[src/rtl/dos_pkg.sv]
`default_nettype none
// ----------------------------------------------------------------------------
// dos_pkg
// Shared types and codes for the daily on/off schedule table.
// ----------------------------------------------------------------------------
package dos_pkg;

    // input request kinds (s_tuser)
    localparam logic FUNC_TICK  = 1'b0;
    localparam logic FUNC_WRITE = 1'b1;

    // entry kinds
    localparam logic [1:0] KIND_EMPTY = 2'd0;
    localparam logic [1:0] KIND_ONE   = 2'd1;
    localparam logic [1:0] KIND_ALL   = 2'd2;

    // time references
    localparam logic [2:0] REF_UTC   = 3'd0;
    localparam logic [2:0] REF_LOCAL = 3'd1;
    localparam logic [2:0] REF_RISE  = 3'd2;
    localparam logic [2:0] REF_SET   = 3'd3;

    // configuration register indexes
    localparam logic CFG_STD_OFFSET = 1'b0;
    localparam logic CFG_DST_OFFSET = 1'b1;

    localparam int unsigned S_TDATA_W = 80;
    localparam int unsigned M_TDATA_W = 16;
    localparam logic [10:0] MINUTE_NONE = 11'd2047;

    typedef struct packed {
        logic [1:0]         kind;
        logic [7:0]         room;
        logic [2:0]         on_ref;
        logic signed [11:0] on_ofs;
        logic [2:0]         off_ref;
        logic signed [11:0] off_ofs;
    } entry_t;

    // per-tick context, latched when a tick for a new minute is taken
    typedef struct packed {
        logic [10:0]        now;
        logic signed [10:0] loc_ofs;   // selected hour offset times 60
        logic [10:0]        rise;
        logic [10:0]        sun_set;
    } tick_ctx_t;

    typedef struct packed {
        logic [3:0] entry_number;
        logic       switch_on;
        logic       all_rooms;
        logic [7:0] target_room;
    } res_t;

    typedef struct packed {
        logic ready;
        logic pend_vld;
    } q_status_t;

    typedef struct packed {
        logic busy;
    } scan_status_t;

endpackage
`default_nettype wire

[src/rtl/dos_entry_mem.sv]
`default_nettype none
// ----------------------------------------------------------------------------
// dos_entry_mem
// Schedule entry store: one write port, one registered read port, with a
// valid bit per entry so that unwritten entries read as empty.
// ----------------------------------------------------------------------------
module dos_entry_mem #(
    parameter int ENTRIES = 16,
    parameter int AW      = 4
) (
    input  wire                  aclk,
    input  wire                  aresetn,
    input  wire                  wr_en,
    input  wire [AW-1:0]         wr_addr,
    input  dos_pkg::entry_t      wr_data,
    input  wire                  rd_en,
    input  wire [AW-1:0]         rd_addr,
    output dos_pkg::entry_t      rd_data,
    output logic                 rd_valid
);

    dos_pkg::entry_t    mem_reg [ENTRIES];
    logic [ENTRIES-1:0] vld_reg;
    dos_pkg::entry_t    rdata_reg;
    logic               rvld_reg;

    always_ff @(posedge aclk) begin
        if (wr_en) begin
            mem_reg[wr_addr] <= wr_data;
        end
        if (rd_en) begin
            rdata_reg <= mem_reg[rd_addr];
        end
    end

    always_ff @(posedge aclk) begin
        if (!aresetn) begin
            vld_reg  <= '0;
            rvld_reg <= 1'b0;
        end else begin
            if (wr_en) begin
                vld_reg[wr_addr] <= 1'b1;
            end
            if (rd_en) begin
                rvld_reg <= vld_reg[rd_addr];
            end
        end
    end

    assign rd_data  = rdata_reg;
    assign rd_valid = rvld_reg;

endmodule
`default_nettype wire

[src/rtl/dos_scan.sv]
`default_nettype none
// ----------------------------------------------------------------------------
// dos_scan
// Entry walker: issues one read per cycle unless held for queue space;
// converts on/off times to UTC, folds the duration, flags entries firing this minute.
// ----------------------------------------------------------------------------
module dos_scan #(
    parameter int ENTRIES = 16,
    parameter int AW      = 4,
    parameter int CW      = 5
) (
    input  wire                     aclk,
    input  wire                     aresetn,
    input  wire                     start,
    input  dos_pkg::tick_ctx_t      ctx,
    output logic                    rd_en,
    output logic [AW-1:0]           rd_addr,
    input  dos_pkg::entry_t         rd_entry,
    input  wire                     rd_valid,
    input  dos_pkg::q_status_t      q_st,
    output logic                    push,
    output dos_pkg::res_t           res,
    output dos_pkg::scan_status_t   st
);

    function automatic logic signed [12:0] to_utc(
        input logic [2:0]         ref_code,
        input logic signed [11:0] mins,
        input logic signed [10:0] loc_ofs,
        input logic [10:0]        rise,
        input logic [10:0]        sun_set
    );
        logic signed [12:0] m;
        logic signed [12:0] r;
        begin
            m = {mins[11], mins};
            r = m - {{2{loc_ofs[10]}}, loc_ofs};
            case (ref_code)
                dos_pkg::REF_UTC: to_utc = m;
                dos_pkg::REF_LOCAL: begin
                    to_utc = (r < 0) ? r + 13'sd1440 : r;
                end
                dos_pkg::REF_RISE: to_utc = m + $signed({2'b00, rise});
                dos_pkg::REF_SET:  to_utc = m + $signed({2'b00, sun_set});
                default:           to_utc = -13'sd1;
            endcase
        end
    endfunction

    logic            run_reg;
    logic [CW-1:0]   cnt_reg;
    logic            s1_vld_reg;
    logic [AW-1:0]   s1_idx_reg;
    logic            s2_vld_reg;
    logic [AW-1:0]   s2_idx_reg;
    logic            s2_act_reg;
    logic            s2_all_reg;
    logic [7:0]      s2_room_reg;
    logic signed [12:0] s2_on_reg;
    logic signed [12:0] s2_off_reg;
    logic            s3_vld_reg;
    logic            s3_fire_reg;
    dos_pkg::res_t   s3_res_reg;

    logic            adv;
    logic            issue;
    logic            act_next;
    logic signed [12:0] on_next;
    logic signed [12:0] off_next;
    logic signed [13:0] dur;
    logic signed [12:0] now13;
    logic            hit_on;
    logic            hit_off;
    logic            fire_next;
    logic [AW+3:0]   idx_ext;
    dos_pkg::res_t   res_next;

    // hold the whole walk while a firing entry waits for queue space
    assign adv   = !(s3_vld_reg && s3_fire_reg && !q_st.ready);
    assign issue = run_reg && adv && (cnt_reg != CW'(ENTRIES));
    assign rd_en   = adv;
    assign rd_addr = cnt_reg[AW-1:0];

    always_comb begin
        act_next = rd_valid && (rd_entry.kind inside {dos_pkg::KIND_ONE, dos_pkg::KIND_ALL});
        on_next  = to_utc(rd_entry.on_ref, rd_entry.on_ofs, ctx.loc_ofs, ctx.rise,
                          ctx.sun_set);
        off_next = to_utc(rd_entry.off_ref, rd_entry.off_ofs, ctx.loc_ofs, ctx.rise,
                          ctx.sun_set);
    end

    always_comb begin
        dur = {s2_off_reg[12], s2_off_reg} - {s2_on_reg[12], s2_on_reg};
        if (dur >= 14'sd1080) begin
            dur = dur - 14'sd1440;
        end
        if (dur < -14'sd360) begin
            dur = dur + 14'sd1440;
        end
        now13   = $signed({2'b00, ctx.now});
        hit_on  = (s2_on_reg == now13);
        hit_off = (s2_off_reg == now13);
        fire_next = s2_act_reg && (dur >= 14'sd1) && (hit_on || hit_off);
        idx_ext = {{4{1'b0}}, s2_idx_reg};
        res_next.entry_number = idx_ext[3:0];
        res_next.switch_on    = hit_on;
        res_next.all_rooms    = s2_all_reg;
        res_next.target_room  = s2_all_reg ? 8'd0 : s2_room_reg;
    end

    always_ff @(posedge aclk) begin
        if (!aresetn) begin
            run_reg    <= 1'b0;
            cnt_reg    <= '0;
            s1_vld_reg <= 1'b0;
            s2_vld_reg <= 1'b0;
            s3_vld_reg <= 1'b0;
        end else begin
            if (start) begin
                run_reg <= 1'b1;
                cnt_reg <= '0;
            end else if (issue) begin
                cnt_reg <= cnt_reg + 1'b1;
                if (cnt_reg == CW'(ENTRIES - 1)) begin
                    run_reg <= 1'b0;
                end
            end
            if (adv) begin
                s1_vld_reg <= issue;
                s2_vld_reg <= s1_vld_reg;
                s3_vld_reg <= s2_vld_reg;
            end
        end
    end

    always_ff @(posedge aclk) begin
        if (adv) begin
            s1_idx_reg  <= rd_addr;
            s2_idx_reg  <= s1_idx_reg;
            s2_act_reg  <= act_next;
            s2_all_reg  <= (rd_entry.kind == dos_pkg::KIND_ALL);
            s2_room_reg <= rd_entry.room;
            s2_on_reg   <= on_next;
            s2_off_reg  <= off_next;
            s3_fire_reg <= fire_next;
            s3_res_reg  <= res_next;
        end
    end

    assign push    = s3_vld_reg && s3_fire_reg && q_st.ready;
    assign res     = s3_res_reg;
    assign st.busy = run_reg || s1_vld_reg || s2_vld_reg || s3_vld_reg;

    a_start_idle: assert property (@(posedge aclk) disable iff (!aresetn)
        start |-> !st.busy)
        else $error("scan started while a walk is in progress");

    a_cnt_bound: assert property (@(posedge aclk) disable iff (!aresetn)
        run_reg |-> (cnt_reg < CW'(ENTRIES)))
        else $error("walk counter passed the table depth");

endmodule
`default_nettype wire

[src/rtl/dos_result_q.sv]
`default_nettype none
// ----------------------------------------------------------------------------
// dos_result_q
// Result holding stage and output register. One command is held back so that
// the last one of a tick can be marked once the walk ends.
// ----------------------------------------------------------------------------
module dos_result_q (
    input  wire                                   aclk,
    input  wire                                   aresetn,
    input  wire                                   push,
    input  dos_pkg::res_t                         res,
    input  wire                                   flush,
    output dos_pkg::q_status_t                    q_st,
    output logic                                  m_tvalid,
    input  wire                                   m_tready,
    // [3:0] entry_number, [4] switch_on, [5] all_rooms, [13:6] target_room
    output logic [dos_pkg::M_TDATA_W-1:0]         m_tdata,
    output logic                                  m_tlast
);

    logic          pend_vld_reg;
    dos_pkg::res_t pend_reg;
    logic          out_vld_reg;
    dos_pkg::res_t out_reg;
    logic          out_last_reg;
    logic          out_free;
    logic          load_out;
    logic          drain;

    assign out_free = !out_vld_reg || m_tready;
    assign drain    = flush && pend_vld_reg && out_free;
    assign load_out = (push && pend_vld_reg) || drain;

    always_ff @(posedge aclk) begin
        if (!aresetn) begin
            pend_vld_reg <= 1'b0;
            out_vld_reg  <= 1'b0;
        end else begin
            if (push) begin
                pend_vld_reg <= 1'b1;
            end else if (drain) begin
                pend_vld_reg <= 1'b0;
            end
            if (load_out) begin
                out_vld_reg <= 1'b1;
            end else if (m_tready) begin
                out_vld_reg <= 1'b0;
            end
        end
    end

    always_ff @(posedge aclk) begin
        if (push) begin
            pend_reg <= res;
        end
        if (load_out) begin
            out_reg      <= pend_reg;
            out_last_reg <= flush;
        end
    end

    assign q_st.ready    = !pend_vld_reg || out_free;
    assign q_st.pend_vld = pend_vld_reg;

    assign m_tvalid = out_vld_reg;
    assign m_tdata  = {{(dos_pkg::M_TDATA_W - 14){1'b0}}, out_reg.target_room,
                       out_reg.all_rooms, out_reg.switch_on, out_reg.entry_number};
    assign m_tlast  = out_last_reg;

    a_push_room: assert property (@(posedge aclk) disable iff (!aresetn)
        push |-> q_st.ready)
        else $error("request pushed with no room");

    a_push_flush: assert property (@(posedge aclk) disable iff (!aresetn)
        !(push && flush))
        else $error("push during end-of-tick flush");

endmodule
`default_nettype wire

[src/rtl/daily_on_off_schedule_table.sv]
`default_nettype none
// ----------------------------------------------------------------------------
// daily_on_off_schedule_table
// Schedule table top level: request decode, offset registers, tick sequencer.
// ----------------------------------------------------------------------------
// Write request: written when taken, next request accepted the cycle after.
// Tick request on a new minute: walks ENTRIES entries at one read per cycle,
// held while a firing entry waits for queue space, through the entry memory
// read port; ready returns once the walk ends and the held command is in the output register.
// A repeated minute starts no walk. Synchronous reset: all entries empty,
// offsets 0 and 1 hour, no minute scanned yet. No clearing pass.
// ----------------------------------------------------------------------------
module daily_on_off_schedule_table #(
    parameter int ENTRIES = 16
) (
    input  wire                                   aclk,
    input  wire                                   aresetn,
    input  wire                                   cfg_we,
    input  wire                                   cfg_index,
    input  wire [4:0]                             cfg_wdata,
    input  wire                                   s_tvalid,
    output logic                                  s_tready,
    // [3:0] entry_index, [5:4] entry_kind, [13:6] room_id, [16:14] on_reference,
    // [28:17] on_offset, [31:29] off_reference, [43:32] off_offset,
    // [54:44] minute_of_day, [55] daylight_saving, [66:56] sunrise_minute,
    // [77:67] sunset_minute
    input  wire [dos_pkg::S_TDATA_W-1:0]          s_tdata,
    // [0] func
    input  wire                                   s_tuser,
    output logic                                  m_tvalid,
    input  wire                                   m_tready,
    // [3:0] entry_number, [4] switch_on, [5] all_rooms, [13:6] target_room
    output logic [dos_pkg::M_TDATA_W-1:0]         m_tdata,
    output logic                                  m_tlast
);

    localparam int AW = (ENTRIES > 1) ? $clog2(ENTRIES) : 1;
    localparam int CW = $clog2(ENTRIES + 1);

    localparam logic [1:0] ST_IDLE  = 2'd0;
    localparam logic [1:0] ST_SCAN  = 2'd1;
    localparam logic [1:0] ST_FLUSH = 2'd2;

    logic [1:0]         state_reg;
    logic [1:0]         state_next;
    logic signed [4:0]  std_hours_reg;
    logic signed [4:0]  dst_hours_reg;
    logic [10:0]        last_min_reg;
    dos_pkg::tick_ctx_t ctx_reg;

    logic [3:0]         entry_index;
    dos_pkg::entry_t    wr_entry;
    logic [10:0]        minute_of_day;
    logic               daylight_saving;
    logic [10:0]        sunrise_minute;
    logic [10:0]        sunset_minute;

    logic               accept;
    logic               wr_req;
    logic               tick_req;
    logic               tick_new;
    logic [AW+3:0]      wr_idx_ext;
    logic signed [4:0]  hours_sel;
    logic signed [11:0] hours_ext;
    logic signed [11:0] loc_prod;

    logic               rd_en;
    logic [AW-1:0]      rd_addr;
    dos_pkg::entry_t    rd_entry;
    logic               rd_valid;
    logic               push;
    dos_pkg::res_t      res;
    dos_pkg::q_status_t q_st;
    dos_pkg::scan_status_t scan_st;

    assign entry_index      = s_tdata[3:0];
    assign wr_entry.kind    = s_tdata[5:4];
    assign wr_entry.room    = s_tdata[13:6];
    assign wr_entry.on_ref  = s_tdata[16:14];
    assign wr_entry.on_ofs  = s_tdata[28:17];
    assign wr_entry.off_ref = s_tdata[31:29];
    assign wr_entry.off_ofs = s_tdata[43:32];
    assign minute_of_day    = s_tdata[54:44];
    assign daylight_saving  = s_tdata[55];
    assign sunrise_minute   = s_tdata[66:56];
    assign sunset_minute    = s_tdata[77:67];

    assign s_tready = (state_reg == ST_IDLE);
    assign accept   = s_tvalid && s_tready;
    assign wr_req   = accept && (s_tuser == dos_pkg::FUNC_WRITE)
                      && (32'(entry_index) < ENTRIES);
    assign tick_req = accept && (s_tuser == dos_pkg::FUNC_TICK);
    assign tick_new = tick_req && (minute_of_day != last_min_reg);
    assign wr_idx_ext = {{AW{1'b0}}, entry_index};

    // hours * 60 as (h << 6) - (h << 2)
    assign hours_sel = daylight_saving ? dst_hours_reg : std_hours_reg;
    assign hours_ext = {{7{hours_sel[4]}}, hours_sel};
    assign loc_prod  = (hours_ext <<< 6) - (hours_ext <<< 2);

    always_ff @(posedge aclk) begin
        if (!aresetn) begin
            std_hours_reg <= 5'sd0;
            dst_hours_reg <= 5'sd1;
            last_min_reg  <= dos_pkg::MINUTE_NONE;
            state_reg     <= ST_IDLE;
        end else begin
            if (cfg_we) begin
                case (cfg_index)
                    dos_pkg::CFG_STD_OFFSET: std_hours_reg <= cfg_wdata;
                    dos_pkg::CFG_DST_OFFSET: dst_hours_reg <= cfg_wdata;
                    default: ;
                endcase
            end
            if (tick_new) begin
                last_min_reg <= minute_of_day;
            end
            state_reg <= state_next;
        end
    end

    always_ff @(posedge aclk) begin
        if (tick_new) begin
            ctx_reg.now     <= minute_of_day;
            ctx_reg.loc_ofs <= loc_prod[10:0];
            ctx_reg.rise    <= sunrise_minute;
            ctx_reg.sun_set <= sunset_minute;
        end
    end

    always_comb begin
        state_next = state_reg;
        case (state_reg)
            ST_IDLE: begin
                if (tick_new) begin
                    state_next = ST_SCAN;
                end
            end
            ST_SCAN: begin
                if (!scan_st.busy) begin
                    state_next = ST_FLUSH;
                end
            end
            ST_FLUSH: begin
                if (!q_st.pend_vld) begin
                    state_next = ST_IDLE;
                end
            end
            default: state_next = ST_IDLE;
        endcase
    end

    dos_entry_mem #(
        .ENTRIES (ENTRIES),
        .AW      (AW)
    ) u_mem (
        .aclk     (aclk),
        .aresetn  (aresetn),
        .wr_en    (wr_req),
        .wr_addr  (wr_idx_ext[AW-1:0]),
        .wr_data  (wr_entry),
        .rd_en    (rd_en),
        .rd_addr  (rd_addr),
        .rd_data  (rd_entry),
        .rd_valid (rd_valid)
    );

    dos_scan #(
        .ENTRIES (ENTRIES),
        .AW      (AW),
        .CW      (CW)
    ) u_scan (
        .aclk     (aclk),
        .aresetn  (aresetn),
        .start    (tick_new),
        .ctx      (ctx_reg),
        .rd_en    (rd_en),
        .rd_addr  (rd_addr),
        .rd_entry (rd_entry),
        .rd_valid (rd_valid),
        .q_st     (q_st),
        .push     (push),
        .res      (res),
        .st       (scan_st)
    );

    dos_result_q u_q (
        .aclk     (aclk),
        .aresetn  (aresetn),
        .push     (push),
        .res      (res),
        .flush    (state_reg == ST_FLUSH),
        .q_st     (q_st),
        .m_tvalid (m_tvalid),
        .m_tready (m_tready),
        .m_tdata  (m_tdata),
        .m_tlast  (m_tlast)
    );

    a_idle_quiet: assert property (@(posedge aclk) disable iff (!aresetn)
        (state_reg == ST_IDLE) |-> (!scan_st.busy && !q_st.pend_vld))
        else $error("idle with a walk or held command outstanding");

    a_tick_starts: assert property (@(posedge aclk) disable iff (!aresetn)
        tick_new |=> (state_reg == ST_SCAN) && scan_st.busy)
        else $error("new minute did not start a walk");

    a_repeat_minute: assert property (@(posedge aclk) disable iff (!aresetn)
        (tick_req && !tick_new) |=> (state_reg == ST_IDLE))
        else $error("repeated minute started a walk");

endmodule
`default_nettype wire

[config.mk]
export PLATFORM = sky130hd
export DESIGN_NAME = daily_on_off_schedule_table
export DESIGN_NICKNAME = d
export VERILOG_FILES = /design/src/rtl/dos_pkg.sv /design/src/rtl/dos_entry_mem.sv /design/src/rtl/dos_scan.sv /design/src/rtl/dos_result_q.sv /design/src/rtl/daily_on_off_schedule_table.sv
export SDC_FILE = /design/constraint.sdc
export NUM_CORES = 1
export LEC_CHECK = 0
export ABC_AREA = 1
export BUFFER_PORTS_ARGS = -buffer_cell sky130_fd_sc_hd__buf_2
export CORE_ASPECT_RATIO = 1.4
export CORE_MARGIN = 1
export CORE_UTILIZATION = 38
export CTS_BUF_LIST = sky130_fd_sc_hd__clkbuf_8
export DETAILED_ROUTE_END_ITERATION = 7
export GPL_ROUTABILITY_DRIVEN = 1
export PLACE_DENSITY_LB_ADDON = 0.2
export SLEW_MARGIN = 20
export SYNTH_ARGS = -nofsm -noshare
export SYNTH_HDL_FRONTEND = slang
export SYNTH_HIERARCHICAL = 1
export SYNTH_SLANG_ARGS = --single-unit
[constraint.sdc]
create_clock -name aclk -period 8.5 [get_ports aclk]
set_input_delay 0.425 -clock aclk [delete_from_list [all_inputs] [get_ports aclk]]
set_output_delay 0.425 -clock aclk [all_outputs]
set_load 0.01 [all_outputs]
* After elaboration in Yosys (flattened, before gate mapping)
Memory sizes are Yosys's and may differ from the RTL's. A register that Yosys moved wholly into a read port is not among the register bits.
Cells that the tools add are included.
** Cells by class
- Muxes and demuxes :: 24
- Bitwise operators :: 4
- Eq/ne operators :: 18
- $lt $le $gt $ge :: 8
- Reduce and logical (&&, ||, !) cells :: 41
- Add/subtract/negate cells :: 13
** Operators by type and width (number)
- 13-bit case mux with 4 select lines :: 2
- 12-bit by 12-bit adder with 13-bit output :: 4
- 14-bit 2-to-1 mux :: 2
- 13-bit by 12-bit adder with 13-bit output (second input constant) :: 2
- 13-bit by 12-bit equality test with 1-bit output :: 2
- 13-bit by 1-bit < comparator with 1-bit output (second input constant) :: 2
- 13-bit 2-to-1 mux :: 2
- 12-bit by 11-bit subtractor with 13-bit output :: 2
- 1-bit logical AND :: 16
- 16-bit bitwise OR :: 1
- 14-bit by 12-bit adder with 14-bit output (second input constant) :: 1
- 14-bit by 12-bit >= comparator with 1-bit output (second input constant) :: 1
- 14-bit by 2-bit >= comparator with 1-bit output (second input constant) :: 1
- 14-bit by 10-bit < comparator with 1-bit output (second input constant) :: 1
- 13-bit by 13-bit subtractor with 14-bit output :: 1
- 14-bit by 12-bit subtractor with 14-bit output (second input constant) :: 1
- 3-bit by 2-bit equality test with 1-bit output (second input constant) :: 4
- 1-bit 2-to-1 mux :: 11
- 11-bit inequality test :: 1
- 11-bit by 7-bit subtractor with 11-bit output :: 1
- 4-bit by 5-bit < comparator with 1-bit output (second input constant) :: 2
- 2-bit nonzero test :: 5
- 1-bit logical OR :: 7
- 3-bit by 1-bit equality test with 1-bit output (second input constant) :: 2
- 20 further kinds :: 34
** Word-level totals
- Bits in writable memories :: 640
- Input port bits :: 92
- Word-level logic and storage cells :: 147
- Flip-flop bits (word level) :: 183
- Output and inout port bits :: 19
- Memories :: 1
** Memory list
- u_mem.mem_reg :: depth 16, bits a word 40, read ports 1, clocked after Yosys merged registers in 1, wr ports 1, RTL line dos_entry_mem.sv:22 : dos_pkg::entry_t mem_reg [ENTRIES];

* Logic depth before layout (Yosys ltp)
- Depth in word-level cells :: 10
- Mapped depth :: 31
- Gate-level depth less buffers :: 30

* By module
Netlist, hierarchy kept.
** Modules (own cells, without submodules)
- dos_entry_mem :: cells an instance 2001, seq. area each 20759.9 µm², times used 1, area an instance 26882.0 µm²
- dos_scan :: cells an instance 998, seq. area each 1951.9 µm², times used 1, area an instance 7024.2 µm²
- daily_on_off_schedule_table :: cells an instance 250, seq. area each 1721.7 µm², times used 1, area an instance 2653.8 µm²
- dos_result_q :: cells an instance 50, seq. area each 910.9 µm², times used 1, area an instance 1008.5 µm²

* Worst setup path after synthesis
OpenSTA, ideal clock, no wires.
- Kind :: input port to flip-flop
- Start :: input port m_tready
- End :: register u_scan.cnt_reg[3]
- Setup time :: 0.070 ns
- Data required time :: 8.430 ns
- Setup slack :: 4.679 ns
- Cell stages on the path :: 8
- Arrival :: 3.752 ns
- Buffers on the path :: 0
- Cell sequence :: inv_1 -> nand3_1 -> nor3_1 -> inv_1 -> nand3_1 -> nor4_1 -> o21ai_0 -> a21oi_1
** RTL lines
- from (decl) :: RTL line daily_on_off_schedule_table.sv:31 : input wire m_tready,
- to (signal assigned) :: RTL line dos_scan.sv:123 : cnt_reg <= cnt_reg + 1'b1;
- to (decl) :: RTL line dos_scan.sv:51 : logic [CW-1:0] cnt_reg;

* Worst setup path in the final report
- Start :: register u_mem/rd_data[29] (netlist name)
- End :: register u_scan.s2_on_reg[10], data pin
** Between the ends
- Cells in the longest elaborated chain, start to end :: 2
- Elaborated cells between the ends (all ways) :: 5
- Classes of those cells :: eq/ne: 3; mux: 1; reduce/logical: 1
** Ends and longest elaborated chain
- 3-bit by 2-bit equality test with 1-bit output (tied with other cells) :: RTL line dos_scan.sv:38 : case (ref_code)
- 13-bit case mux with 4 select lines * :: RTL line dos_scan.sv:38
- net u_scan.on_next[10] :: RTL line dos_scan.sv:68 : logic signed [12:0] on_next;
- to (signal assigned) :: RTL line dos_scan.sv:143 : s2_on_reg <= on_next;
- to (decl) :: RTL line dos_scan.sv:59 : logic signed [12:0] s2_on_reg;
Mark *: on every way through the listed nets, which the timed path passes. The rest lies on a longest branch.
A chain may end at the register's enable or synchronous reset.

==> out/metrics.csv <==
metric,value,unit
status,finished clean,
top_reg_cell synth,edfxtp_1,
CP required,9040,ps
chip width,268,microns
nets,3673,
FF-to-FF Start,u_mem/rd_data[29]$_DFFE_PP_,
initial antenna violation count,7,
Adder-Cell Fraction of Synth Area,2.66,%
H-tree depth,4,
max-slew violations,0,
"Cell Area, Synth",0.0376,sq mm
Synth area leader,edfxtp_1,
Syn-to-layout area delta,13.6,%
Pre-antenna DRT Iters,5,
timing startpoint of the critical path,u_mem/rd_data[29]$_DFFE_PP_,
hold crit path type,in -> reg,
total negative setup slack,0,ps
Num CTS Buffers,134,
post-synthesis simple-gate area fraction,13.5,%
Initial Utilization,38.3,%
fmax,0.212,GHz
final setup margin,3780,ps
DRC,0,
vias in the first global route,24494,
Sink Count,861,
synthesis-stage register bit count,861,
Worst Setup End Kind,flip-flop,
IO buf count,106,
Post-DRT Antenna Nets,0,
first-pass GRT wire length,146000,microns
Avg WL per Cell,19.9,microns
Power Dens Cells,227,mW/mm^2
clk_skew,31.7,ps
multi-input logic area,0.0107,sq mm
P_leak,15.5,nW
largest net degree at the start of global routing,221,
"commonest non-fill, non-tap cell in the layout",edfxtp_1,
period utilization,55.5,%
Post-synth EDFFs,810,
Fin. Hold Viols,0,
Root Driver,clkbuf_8,
ranking of synthesized cells by area,"edfxtp_1 65%, nor2_1 6.1%, o21ai_0 4.4%, o211ai_1 3.1%, nand2_1 3.1%",
Routed WL,97500,microns
WS Path Type,reg -> reg,
post-synthesis mux area share,0.0266,%
post-CTS setup buffers,0,
Post-Syn Instances,3299,
CTS tree,done,
FF/Latch Area,0.0254,sq mm
RSZ-0062 raised after global routing,no,
global route total overflow,0,
Worst-Margin Slew,1120,ps
register-to-register setup slack,3780,ps
pre-CTS setup slack,3770,ps
hpwl dp,54100,microns
most frequent cells in the layout,"810 x edfxtp_1, 591 x nor2_1, 328 x o21ai_0",
RD Place Congestion,0.865,
Util after Layout,43.5,%
GRT Total Usage,19.6,%
syn_area_per_cell,11.4,sq um
worst path arrival time,5260,ps
die footprint,0.100,sq mm
Setup crit start kind,flip-flop,
clock-pin slew on the worst setup and hold paths,60,ps
"Seq/Total Area, Yosys",67.5,%
Max Cap Viol,0,
maximum vdd drop,0.146,mV
"FFs w/ async S/R, synth",0,%
largest family of logic cells by synthesized area,simple AND/OR/NAND/NOR gates,
Max-slew headroom,25.3,%
Die Ht,374,microns
yosys warns,6,
Synth Area in XOR/XNOR,0.936,%
reg-to-reg endpoint,u_scan/s2_on_reg[10]$_DFFE_PN_,
final number of setup-violating endpoints,0,
clk buf depth,3,
layout cells sized above 1,11.2,%
post-synth top area share,64.7,%
Initial DRC Count,1643,
Setup crit end,u_scan/s2_on_reg[10]$_DFFE_PN_,
R2R depth,18,
Tmin final,4720,ps
Synth Area in Compound Gates,11.1,%
Synth cell types,57,
Crit Path Max Fanout,22,
IO Count,111,
Core Rows,136,
fill count,9202,
Core Area,0.0980,sq mm
max reg flops,640,
post-DR vias/cell,5.12,
hold slack,104,ps
Vias,25146,
Worst-Skew Late Latency,810,ps
-- cell families (layout without fill, tap and decap cells) --
kind of cell,Yosys count,count (layout)
simple gates,1211,1211
flops,861,861
compound gates,712,712
buf+inv,397,694
fa+ha+maj,77,77
xor+xnor,38,38
other cells,2,7
mux,1,1
-- worst min path at each step --
stage                                   start                      endpoint  slack, ps  cells after the start
2_1_floorplan      u_q/pend_reg[10]$_DFFE_PP_      u_q/m_tdata[0]$_DFFE_PP_        400                      0
3_3_place_gp   u_scan/s2_idx_reg[1]$_DFFE_PN_      u_scan/res[11]$_DFFE_PN_        400                      0
3_5_place_dp        u_q/pend_reg[5]$_DFFE_PP_     u_q/m_tdata[11]$_DFFE_PP_        400                      0
4_1_cts                               aresetn  last_min_reg[6]$_SDFFE_PN1P_         10                      2
5_1_grt                               aresetn  last_min_reg[9]$_SDFFE_PN1P_         90                      2
6_report                              aresetn  last_min_reg[6]$_SDFFE_PN1P_        100                      2
-- layer usage --
| layer | GRT usage, % | routed length (microns) |
|---|---|---|
| met5 | 0 | 57 |
| met3 | 3.51 | 3740 |
| met4 | 9.09 | 4110 |
| met1 | 22.9 | 39400 |
| met2 | 34.6 | 50200 |
-- power breakdown --
group	leakage (nW)	switching (mW)	internal [mW]
logic	6.25	1.13	0.576
clock network	1.34	1.57	1.56
registers	7.89	0.0795	4.75
total	15.5	2.78	6.88
-- metrics by stage --
step,instance area (sq um),power (mW),std cells
floorplan,37600,6.16,3302
global placement,39400,6.57,4592
detailed placement,39400,6.60,4592
CTS,42700,9.78,4910
global route,42700,10.2,4912
finish,42700,9.67,4912
-- Yosys cell counts (27+ instances only) --
cell and n:
edfxtp_1 810, nor2_1 607, o21ai_0 328, nand2_1 311, inv_1 219, nand3_1 199
o211ai_1 156, a21oi_1 95, o21ai_1 79, clkbuf_1 74, ha_1 72, buf_2 53
dfxtp_1 51, nand2_2 29, xor2_1 27
-- layout make-up --
cell class,count,share of cell area (%)
Tap cell,1311,3.84
Clock buffer,144,4.65
Clock inverter,87,0.912
Multi-Input combinational cell,2044,25.1
Timing Repair Buffer,225,3.88
Antenna cell,2,0.0117
Sequential cell,861,59.4
Inverter,238,2.13
-- what timing repair did --
item / CTS / global route
endpoints found under the setup margin: 0 / 0
resized for setup: 0 / 0
hold endpoints to repair: 696 / 0
hold buffers: 87 / 0
-- worst max-delay path, stage by stage, from the launching register on --
cell and delay [ps]:
edfxtp_1 610, nor2_1 350, nand2_1 480, o21ai_0 420, ha_1 230, inv_1 60, fa_1 440, o31ai_1 360
inv_1 70, nor2_1 140, o21ai_0 90, nand2_1 100, a21oi_1 70, o21ba_2 200, or2_2 280, o21ai_0 210
a21oi_1 120, o21ai_0 100, o211ai_1 120
Note: power is estimated with default switching activity, not from simulation.
